## src/rtl/assert_macros.svh

```systemverilog
// Assertion helpers shared by the RTL.
`ifndef ASSERT_MACROS_SVH
`define ASSERT_MACROS_SVH

// Checked on every rising edge outside reset.
`define ASSERT_RST(name, prop, msg) \
  name: assert property (@(posedge clk_i) disable iff (!rst_ni) prop) else $error(msg);

// Checked on every rising edge, reset included.
`define ASSERT_ANY(name, prop, msg) \
  name: assert property (@(posedge clk_i) prop) else $error(msg);

`endif

```

## src/rtl/shsc_pkg.sv

```systemverilog
package shsc_pkg;

  localparam int PERIOD_WIDTH = 16;
  localparam int CFG_WIDTH    = 16;
  localparam int PATTERN_W    = 24;
  localparam int STEP_COUNT   = 8;
  localparam int INDEX_W      = $clog2(STEP_COUNT);
  localparam int APB_AW       = 4;
  localparam int APB_DW       = 32;

  localparam int PERIOD_RESET      = 469;
  localparam int MIN_PERIOD_RESET  = 250;
  localparam int MAX_PERIOD_RESET  = 8000;
  localparam int PERIOD_STEP_RESET = 155;

  // register index, from paddr[3:2]
  typedef enum logic [1:0] {
    REG_MIN_PERIOD  = 2'd0,
    REG_MAX_PERIOD  = 2'd1,
    REG_PERIOD_STEP = 2'd2
  } reg_idx_e;

  typedef enum logic {
    CMD_TICK   = 1'b0,
    CMD_BUTTON = 1'b1
  } cmd_e;

  typedef enum logic [2:0] {
    BTN_SLOWER = 3'd1,
    BTN_TOGGLE = 3'd2,
    BTN_LEFT   = 3'd3,
    BTN_FASTER = 3'd4,
    BTN_RIGHT  = 3'd6
  } btn_code_e;

  typedef struct packed {
    logic       cmd;
    logic [2:0] buttons;
  } in_word_t;

  typedef struct packed {
    logic [PATTERN_W-1:0] drive_pattern;
    logic                 stepped;
    logic                 running;
    logic                 dir_left;
    logic [CFG_WIDTH-1:0] step_period;
  } out_word_t;

  typedef logic [PATTERN_W-1:0] pattern_t;

  localparam pattern_t HALF_STEP_TABLE [STEP_COUNT] = '{
    24'h80C000, 24'h800000, 24'h110000, 24'h000000,
    24'h00E000, 24'h002000, 24'h912000, 24'h802000
  };

endpackage

```

## src/rtl/stepper_half_step_controller_core.sv

```systemverilog
// Channel  Dir  Handshake                  Word
// in       in   in_valid_i / in_ready_o    shsc_pkg::in_word_t  (cmd, buttons)
// out      out  out_valid_o / out_ready_i  shsc_pkg::out_word_t (pattern, flags, period)
// cfg      in   APB psel/penable/pwrite    min_period, max_period, period_step
//
// One word per cycle sustained while out_ready_i holds: an accepted word sits in the
// input register, is resolved against the motor state in one combinational pass
// and lands in the result register once that register is free.
// Reset (rst_ni low, asynchronous) stops the motor, selects right, loads the
// default period and clears the counter and pattern; no clearing pass.
// A stalled output holds the result register; the input register then holds
// too and in_ready_o drops until out_ready_i returns.
`include "assert_macros.svh"

module stepper_half_step_controller_core #(
  parameter int PeriodWidth = shsc_pkg::PERIOD_WIDTH
) (
  input  logic                      clk_i,
  input  logic                      rst_ni,
  input  logic                      in_valid_i,
  output logic                      in_ready_o,
  input  shsc_pkg::in_word_t        in_word_i,
  output logic                      out_valid_o,
  input  logic                      out_ready_i,
  output shsc_pkg::out_word_t       out_word_o,
  input  logic                      psel,
  input  logic                      penable,
  input  logic                      pwrite,
  input  logic [shsc_pkg::APB_AW-1:0] paddr,
  input  logic [shsc_pkg::APB_DW-1:0] pwdata,
  output logic [shsc_pkg::APB_DW-1:0] prdata,
  output logic                      pready
);
  import shsc_pkg::*;

  // sum wide enough for period +/- step and a sign
  localparam int SumWidth = ((PeriodWidth > CFG_WIDTH) ? PeriodWidth : CFG_WIDTH) + 2;
  localparam logic [PeriodWidth-1:0] PeriodReset = PeriodWidth'(PERIOD_RESET);

  // ---------------- configuration registers ----------------
  logic [CFG_WIDTH-1:0] min_period_q, max_period_q, period_step_q;
  logic                 cfg_wr;
  reg_idx_e             cfg_idx;

  assign pready  = 1'b1;
  assign cfg_wr  = psel && penable && pwrite;
  assign cfg_idx = reg_idx_e'(paddr[APB_AW-1:2]);

  always_ff @(posedge clk_i or negedge rst_ni) begin
    if (!rst_ni) begin
      min_period_q  <= CFG_WIDTH'(MIN_PERIOD_RESET);
      max_period_q  <= CFG_WIDTH'(MAX_PERIOD_RESET);
      period_step_q <= CFG_WIDTH'(PERIOD_STEP_RESET);
    end else if (cfg_wr) begin
      case (cfg_idx)
        REG_MIN_PERIOD:  min_period_q  <= pwdata[CFG_WIDTH-1:0];
        REG_MAX_PERIOD:  max_period_q  <= pwdata[CFG_WIDTH-1:0];
        REG_PERIOD_STEP: period_step_q <= pwdata[CFG_WIDTH-1:0];
        default: ;
      endcase
    end
  end

  always_comb begin
    case (cfg_idx)
      REG_MIN_PERIOD:  prdata = APB_DW'(min_period_q);
      REG_MAX_PERIOD:  prdata = APB_DW'(max_period_q);
      REG_PERIOD_STEP: prdata = APB_DW'(period_step_q);
      default:         prdata = '0;
    endcase
  end

  // ---------------- handshake ----------------
  logic     in_valid_q, out_valid_q;
  in_word_t in_word_q;
  logic     advance;

  // word in the input register moves on when the result register is free
  assign advance    = in_valid_q && (!out_valid_q || out_ready_i);
  assign in_ready_o = !in_valid_q || advance;

  always_ff @(posedge clk_i or negedge rst_ni) begin
    if (!rst_ni) begin
      in_valid_q  <= 1'b0;
      out_valid_q <= 1'b0;
    end else begin
      if (in_ready_o) in_valid_q <= in_valid_i;
      if (advance) begin
        out_valid_q <= 1'b1;
      end else if (out_ready_i) begin
        out_valid_q <= 1'b0;
      end
    end
  end

  always_ff @(posedge clk_i) begin
    if (in_ready_o && in_valid_i) in_word_q <= in_word_i;
  end

  // ---------------- motor state ----------------
  logic [PeriodWidth-1:0] tick_q, tick_d;
  logic [PeriodWidth-1:0] period_q, period_d;
  logic [INDEX_W-1:0]     index_q, index_d;
  logic                   run_q, run_d;
  logic                   left_q, left_d;
  pattern_t               pattern_q, pattern_d;
  logic                   stepped;

  // period adjust with clamp, min tested first
  logic                          slower;
  logic signed [SumWidth-1:0]    period_ext, step_ext, min_ext, max_ext, period_sum;
  logic [PeriodWidth-1:0]        period_adj;
  logic [PeriodWidth-1:0]        tick_inc;

  always_comb begin
    slower     = (in_word_q.buttons == BTN_SLOWER);
    period_ext = $signed(SumWidth'(period_q));
    step_ext   = $signed(SumWidth'(period_step_q));
    min_ext    = $signed(SumWidth'(min_period_q));
    max_ext    = $signed(SumWidth'(max_period_q));
    period_sum = slower ? (period_ext + step_ext) : (period_ext - step_ext);
    if (period_sum < min_ext) begin
      period_adj = PeriodWidth'(min_period_q);
    end else if (period_sum > max_ext) begin
      period_adj = PeriodWidth'(max_period_q);
    end else begin
      period_adj = period_sum[PeriodWidth-1:0];
    end
  end

  assign tick_inc = tick_q + 1'b1;

  always_comb begin
    tick_d    = tick_q;
    period_d  = period_q;
    index_d   = index_q;
    run_d     = run_q;
    left_d    = left_q;
    pattern_d = pattern_q;
    stepped   = 1'b0;
    if (in_word_q.cmd == CMD_TICK) begin
      if (run_q) begin
        tick_d = tick_inc;
        if (tick_inc >= period_q) begin
          tick_d    = '0;
          index_d   = left_q ? (index_q - 1'b1) : (index_q + 1'b1);
          pattern_d = HALF_STEP_TABLE[index_d];
          stepped   = 1'b1;
        end
      end
    end else begin
      case (in_word_q.buttons)
        BTN_SLOWER, BTN_FASTER: period_d = period_adj;
        BTN_TOGGLE: begin
          run_d = !run_q;
          if (!run_q) tick_d = '0;
        end
        BTN_LEFT:  left_d = 1'b1;
        BTN_RIGHT: left_d = 1'b0;
        default: ;
      endcase
    end
  end

  always_ff @(posedge clk_i or negedge rst_ni) begin
    if (!rst_ni) begin
      tick_q    <= '0;
      period_q  <= PeriodReset;
      index_q   <= '0;
      run_q     <= 1'b0;
      left_q    <= 1'b0;
      pattern_q <= '0;
    end else if (advance) begin
      tick_q    <= tick_d;
      period_q  <= period_d;
      index_q   <= index_d;
      run_q     <= run_d;
      left_q    <= left_d;
      pattern_q <= pattern_d;
    end
  end

  // ---------------- result register ----------------
  out_word_t out_word_q;

  always_ff @(posedge clk_i) begin
    if (advance) begin
      out_word_q.drive_pattern <= pattern_d;
      out_word_q.stepped       <= stepped;
      out_word_q.running       <= run_d;
      out_word_q.dir_left      <= left_d;
      out_word_q.step_period   <= CFG_WIDTH'(period_d);
    end
  end

  assign out_valid_o = out_valid_q;
  assign out_word_o  = out_word_q;

  // ---------------- checks ----------------
  `ASSERT_RST(a_step_needs_run, out_valid_o && out_word_o.stepped |-> out_word_o.running, "step reported while stopped")
  `ASSERT_RST(a_step_pattern, out_valid_o && out_word_o.stepped && !$past(advance) |-> out_word_o.drive_pattern == HALF_STEP_TABLE[index_q], "pattern does not match step index")
  `ASSERT_RST(a_stall_cause, !in_ready_o |-> in_valid_q && out_valid_q && !out_ready_i, "input stalled without output back-pressure")

endmodule

```

## config.mk

```make
export PLATFORM = sky130hd
export DESIGN_NAME = stepper_half_step_controller_core
export DESIGN_NICKNAME = d
export VERILOG_FILES = /design/src/rtl/shsc_pkg.sv /design/src/rtl/stepper_half_step_controller_core.sv
export VERILOG_INCLUDE_DIRS = /design/src /design/src/rtl
export SDC_FILE = /design/constraint.sdc
export NUM_CORES = 1
export LEC_CHECK = 0
export BUFFER_PORTS_ARGS = -buffer_cell sky130_fd_sc_hd__buf_2
export CAP_MARGIN = 20
export CORE_UTILIZATION = 35
export CTS_CLUSTER_SIZE = 12
export DETAILED_ROUTE_END_ITERATION = 12
export GPL_TIMING_DRIVEN = 0
export SKIP_CTS_REPAIR_TIMING = 1
export SLEW_MARGIN = 15
export SYNTH_ARGS = -nofsm -noshare
export SYNTH_HDL_FRONTEND = slang
export SYNTH_SLANG_ARGS = --single-unit
```

## constraint.sdc

```tcl
create_clock -name clk_i -period 6.35 [get_ports clk_i]
set_input_delay 1.27 -clock clk_i [delete_from_list [all_inputs] [get_ports clk_i]]
set_output_delay 1.27 -clock clk_i [all_outputs]
set_load 0.005 [all_outputs]
```

==> results.md <==
Clock network:
- The clock root buffer master is sky130_fd_sc_hd__clkbuf_16.
- The CTS H-tree depth is 4.
- Clock-pin slew was measured on the worst setup and hold paths at 0.08 ns.
- The clock tree from TritonCTS is done.
- At the later pin of the worst-skew pair, clock insertion delay measures 0.44 ns.
- The maximum count of clock buffers along a single path is 2.
- The tree built by TritonCTS fans out to 158 sinks.
- Clock tree synthesis inserted a total of 17 buffers.

Synthesis:
- The cell type with the largest total area after synthesis is sky130_fd_sc_hd__dfrtp_1.
- For this run, the leading register cell type out of synthesis is sky130_fd_sc_hd__dfrtp_1.
- The mapped netlist covers 9890 um2.
- After technology mapping, the gate count stands at around 990.
- For this run, the number of Yosys warnings is 0.
- The xor/xnor share of the synthesized area is 3.01%.
- The proportion of synthesized chip area in sequential cells is between 40% and 50%.
- Yosys instantiated no cell more often than sky130_fd_sc_hd__nand2_1.
- The post-synthesis adder-cell area fraction is 11.1%.
- The mean cell area of the mapped netlist is about 10 um2.
- The post-synthesis register bit count is 158.
- Summing the areas of all and, or, nand and nor instances in the mapped netlist gives 13.6% of the synthesized area.
- The synthesized design contains between 40 and 50 enable-type register cells.
- The largest family of logic cells by synthesized area is compound AO/OA/AOI/OAI gates.
- After synthesis, the share of cell area in mux cells is 8.35%.
- Summing the areas of all compound-gate instances in the mapped netlist gives between 10% and 20% of the synthesized area.
- The number of library cell types mapped by synthesis is 78.
- In the post-synthesis netlist, the biggest area contributors are sky130_fd_sc_hd__dfrtp_1 (22%), sky130_fd_sc_hd__edfxtp_1 (14%), sky130_fd_sc_hd__ha_1 (11%).
- After synthesis, the most frequently instantiated cells are sky130_fd_sc_hd__nand2_1 (107), sky130_fd_sc_hd__dfrtp_1 (88), sky130_fd_sc_hd__ha_1 (83).
- The synthesized design devotes to its leading area cell type 22.3% of total area.
- The share of synthesized flip-flops with an asynchronous set or reset is 70.3%.

STA:
- The final number of setup-violating endpoints is 0.
- Clock skew on the completed layout was measured at between 0.015 and 0.02 ns.
- The number of pins exceeding their max-slew limit in the final report is 0.
- The total negative setup slack is 0 ns.
- The worst slew slack as a fraction of its limit is 31.8%.
- At the pin with the least slew margin, the transition time is about 1.0 ns.
- Dividing the final minimum period by the clock period gives between 80% and 90%.
- Setup repair after global routing left no endpoint under its margin.
- The clock period minus final worst setup slack is 5.52 ns.
- The final hold violation count came to 0.
- The maximum clock frequency is 0.181 GHz.

Worst hold path:
- The worst hold path class is register to register.
- The number of instances on the worst hold path is 1.

Drt:
- The detailed-route vias per instance is 4.97.
- The count of vias placed by the detailed router is 7489.
- The remaining routing DRC violations is 0.
- The post-route antenna net violation count is 0.
- The violation count after the first detailed-route iteration is 533.
- The first detailed-routing pass ran for 5 iterations.
- After detailed routing, the average wire length per cell comes to 16.9 um.
- Summed over all layers, the routed wires come to 25.4 mm.

Final layout:
- Leaving out filler cells and counting taps, the final layout contains 1507.
- The final design area excluding fillers is 11500 um2.
- In the final layout, the share of cells above drive strength 1 is 21.0%.
- Relative to the synthesized area, the layout overhead comes to 16.4%.
- For this run, the share of the core covered by cells in the final layout is about two fifths.
- The layout has 2758 filler cells.
- The net count of the finished layout is between 1000 and 1500.
- 0 antenna diodes ended up in the layout.

Worst setup path:
- The worst setup slack for register-to-register paths is 0.83 ns.
- The type of destination of the critical path is a register.
- STA classifies the critical path startpoint as a register.
- The classification of the worst setup path is register to register.
- For the worst flop-to-flop path, the logic depth is 20.
- Data on the critical path arrives at its endpoint at 5.69 ns.
- In this run the critical register-to-register path is captured at out_word_o[8].
- At the worst endpoint, the required time is 6.52 ns.
- The maximum fanout along the worst path is 10.
- The startpoint identified for the worst register-to-register timing path is period_step_q[0].
- Tracing the worst setup path back leads to its startpoint at period_step_q[0].
- The end point of the critical path is out_word_o[8].

Die:
- The initial core utilization is 35.6%.
- 125 I/O pins were placed.
- The floorplan has 61 rows.
- The horizontal extent of the die is 170 um.
- The height of the die is 170 um.
- The floorplan step defined a core boundary enclosing 27800 um2.
- The area of the die is slightly below 30000 um2.

Global route:
- The wire length of the first global-routing pass is 39.7 mm.
- The via count of the first global-routing pass is 7134.
- Global routing finished with a remaining overflow of 0.
- Entering global routing, the biggest net connects 72 pins.
- The initial antenna violation count came to 0.
- The global router's overall resource usage is 18.0%.

Placement:
- During placement, the flow inserted port buffers numbering 89.
- Summed over all nets, the half-perimeter wirelength after detailed placement is about 19 mm.
- In this run the cell area measured after placement is 10900 um2.
- At the end of routability-driven placement, the weighted congestion stood at 0.908.
- Including well taps, the total number of placed cells is 1475.

Power:
- The leakage power total is roughly 5.3 nW.
- The design draws 5.69 mW.
- VDD sags by at most 0.228 mV.
- In this run the power density over the cells is ~490 nW/um2.

Flow run:
- The tool flagged a number of max-cap violations equal to 0.

Status:
- The flow ran to the end, and the final reports show no timing, DRC or antenna violations.
per-stage QoR:
| stage | worst slack [ns] | hold slack, ns |
|---|---|---|
| after floorplan | 1.82 | 0.449 |
| after global placement | 0.922 | 0.456 |
| after detailed placement | 0.917 | 0.477 |
| after CTS | 0.878 | 0.481 |
| after global routing | 0.611 | 0.504 |
| final | 0.834 | 0.480 |
area by class of cell:
class	count	area [um2]	share of cell area, %
clock inverters	15	184	1.60
clock buffers	17	425	3.70
inverters	81	304	2.64
multi-input cells	709	5110	44.4
repair buffers	90	479	4.16
well taps	378	473	4.11
plain buffers	59	318	2.76
flip-flops and latches	158	4220	36.6
power by group:
group | switching [mW] | total, mW | internal (mW)
logic | 1.88 | 3.18 | 1.29
registers | 0.183 | 1.46 | 1.28
clock network | 0.508 | 1.05 | 0.538
total | 2.57 | 5.69 | 3.11
flip-flops by register name, indices dropped and copies added, names as in the netlist:
register and cells:
tick_q 16, left_q 1, pattern_q 24, period_q 16, max_period_q 16, out_valid_o 1, in_valid_q 1, out_word_o 43
period_step_q 16, run_q 1, in_word_q 4, index_q 3, min_period_q 16
how the worst min path moves through the flow:
stage | start | endpoint
after floorplan | in_valid_q | out_valid_o
after global placement | in_valid_q | out_valid_o
after detailed placement | pattern_q[1] | pattern_q[1]
after CTS | in_valid_q | out_valid_o
after global routing | pattern_q[12] | pattern_q[12]
final | in_valid_q | out_valid_o
cell usage in the layout (no fill, tap or decap), types with 4 or more instances in the layout:
cell type / instances
sky130_fd_sc_hd__a21o_1: 13
sky130_fd_sc_hd__ha_1: 83
sky130_fd_sc_hd__o21a_1: 6
sky130_fd_sc_hd__nor3_1: 14
sky130_fd_sc_hd__nand2b_1: 9
sky130_fd_sc_hd__o21ai_0: 78
sky130_fd_sc_hd__o31ai_1: 5
sky130_fd_sc_hd__xnor2_1: 19
sky130_fd_sc_hd__nor4_1: 5
sky130_fd_sc_hd__nor2b_1: 45
sky130_fd_sc_hd__nand2_1: 107
sky130_fd_sc_hd__xor2_1: 15
sky130_fd_sc_hd__dfrtp_1: 88
sky130_fd_sc_hd__clkinv_8: 4
sky130_fd_sc_hd__nand3_1: 13
sky130_fd_sc_hd__buf_4: 18
sky130_fd_sc_hd__o21ai_1: 21
sky130_fd_sc_hd__inv_8: 6
sky130_fd_sc_hd__nand4_1: 8
sky130_fd_sc_hd__conb_1: 17
sky130_fd_sc_hd__dfstp_2: 23
sky130_fd_sc_hd__a21oi_1: 28
sky130_fd_sc_hd__clkbuf_16: 17
sky130_fd_sc_hd__and3_1: 7
sky130_fd_sc_hd__buf_2: 96
sky130_fd_sc_hd__and2_1: 4
sky130_fd_sc_hd__a211oi_1: 5
sky130_fd_sc_hd__nor3b_1: 4
sky130_fd_sc_hd__a31oi_1: 13
sky130_fd_sc_hd__mux2_2: 43
sky130_fd_sc_hd__clkbuf_1: 27
sky130_fd_sc_hd__mux2i_1: 33
sky130_fd_sc_hd__a32o_1: 7
sky130_fd_sc_hd__o211ai_1: 9
sky130_fd_sc_hd__edfxtp_1: 47
sky130_fd_sc_hd__nor2_1: 37
sky130_fd_sc_hd__inv_1: 80
critical path, cell delays in order, from the launching register on:
cell and delay (ns):
sky130_fd_sc_hd__dfstp_2 0.58, sky130_fd_sc_hd__ha_1 0.18, sky130_fd_sc_hd__inv_1 0.05, sky130_fd_sc_hd__fa_1 0.42, sky130_fd_sc_hd__a211oi_2 0.27, sky130_fd_sc_hd__o21ai_1 0.15, sky130_fd_sc_hd__and3_1 0.20, sky130_fd_sc_hd__o311a_1 0.36
sky130_fd_sc_hd__nor3_1 0.28, sky130_fd_sc_hd__a211oi_2 0.09, sky130_fd_sc_hd__or2_1 0.30, sky130_fd_sc_hd__ha_1 0.30, sky130_fd_sc_hd__nand2_1 0.07, sky130_fd_sc_hd__nor4_1 0.39, sky130_fd_sc_hd__o31ai_1 0.17, sky130_fd_sc_hd__nand3_1 0.15
sky130_fd_sc_hd__o2bb2ai_2 0.21, sky130_fd_sc_hd__buf_2 0.36, sky130_fd_sc_hd__mux2i_1 0.22, sky130_fd_sc_hd__mux2i_1 0.17, sky130_fd_sc_hd__mux2_2 0.33
layer usage:
metal / global-route usage (%) / vias to the layer above / share of wire (%)
met5: 0 / - / 0
met3: 2.91 / 31 / 4.4
met4: 4.66 / 0 / 1.2
met2: 29.3 / 193 / 47
li1: - / 3707 / -
met1: 24.8 / 3558 / 47
logic make-up (layout without fill, tap and decap cells):
family          Yosys count  after routing
other cells               2             17
compound gates          224            224
mux                      77             77
xor+xnor                 34             34
simple gates            271            271
buf+inv                 140            262
flops                   158            158
fa+ha+maj                86             86
(Power assumes the default switching activity.)
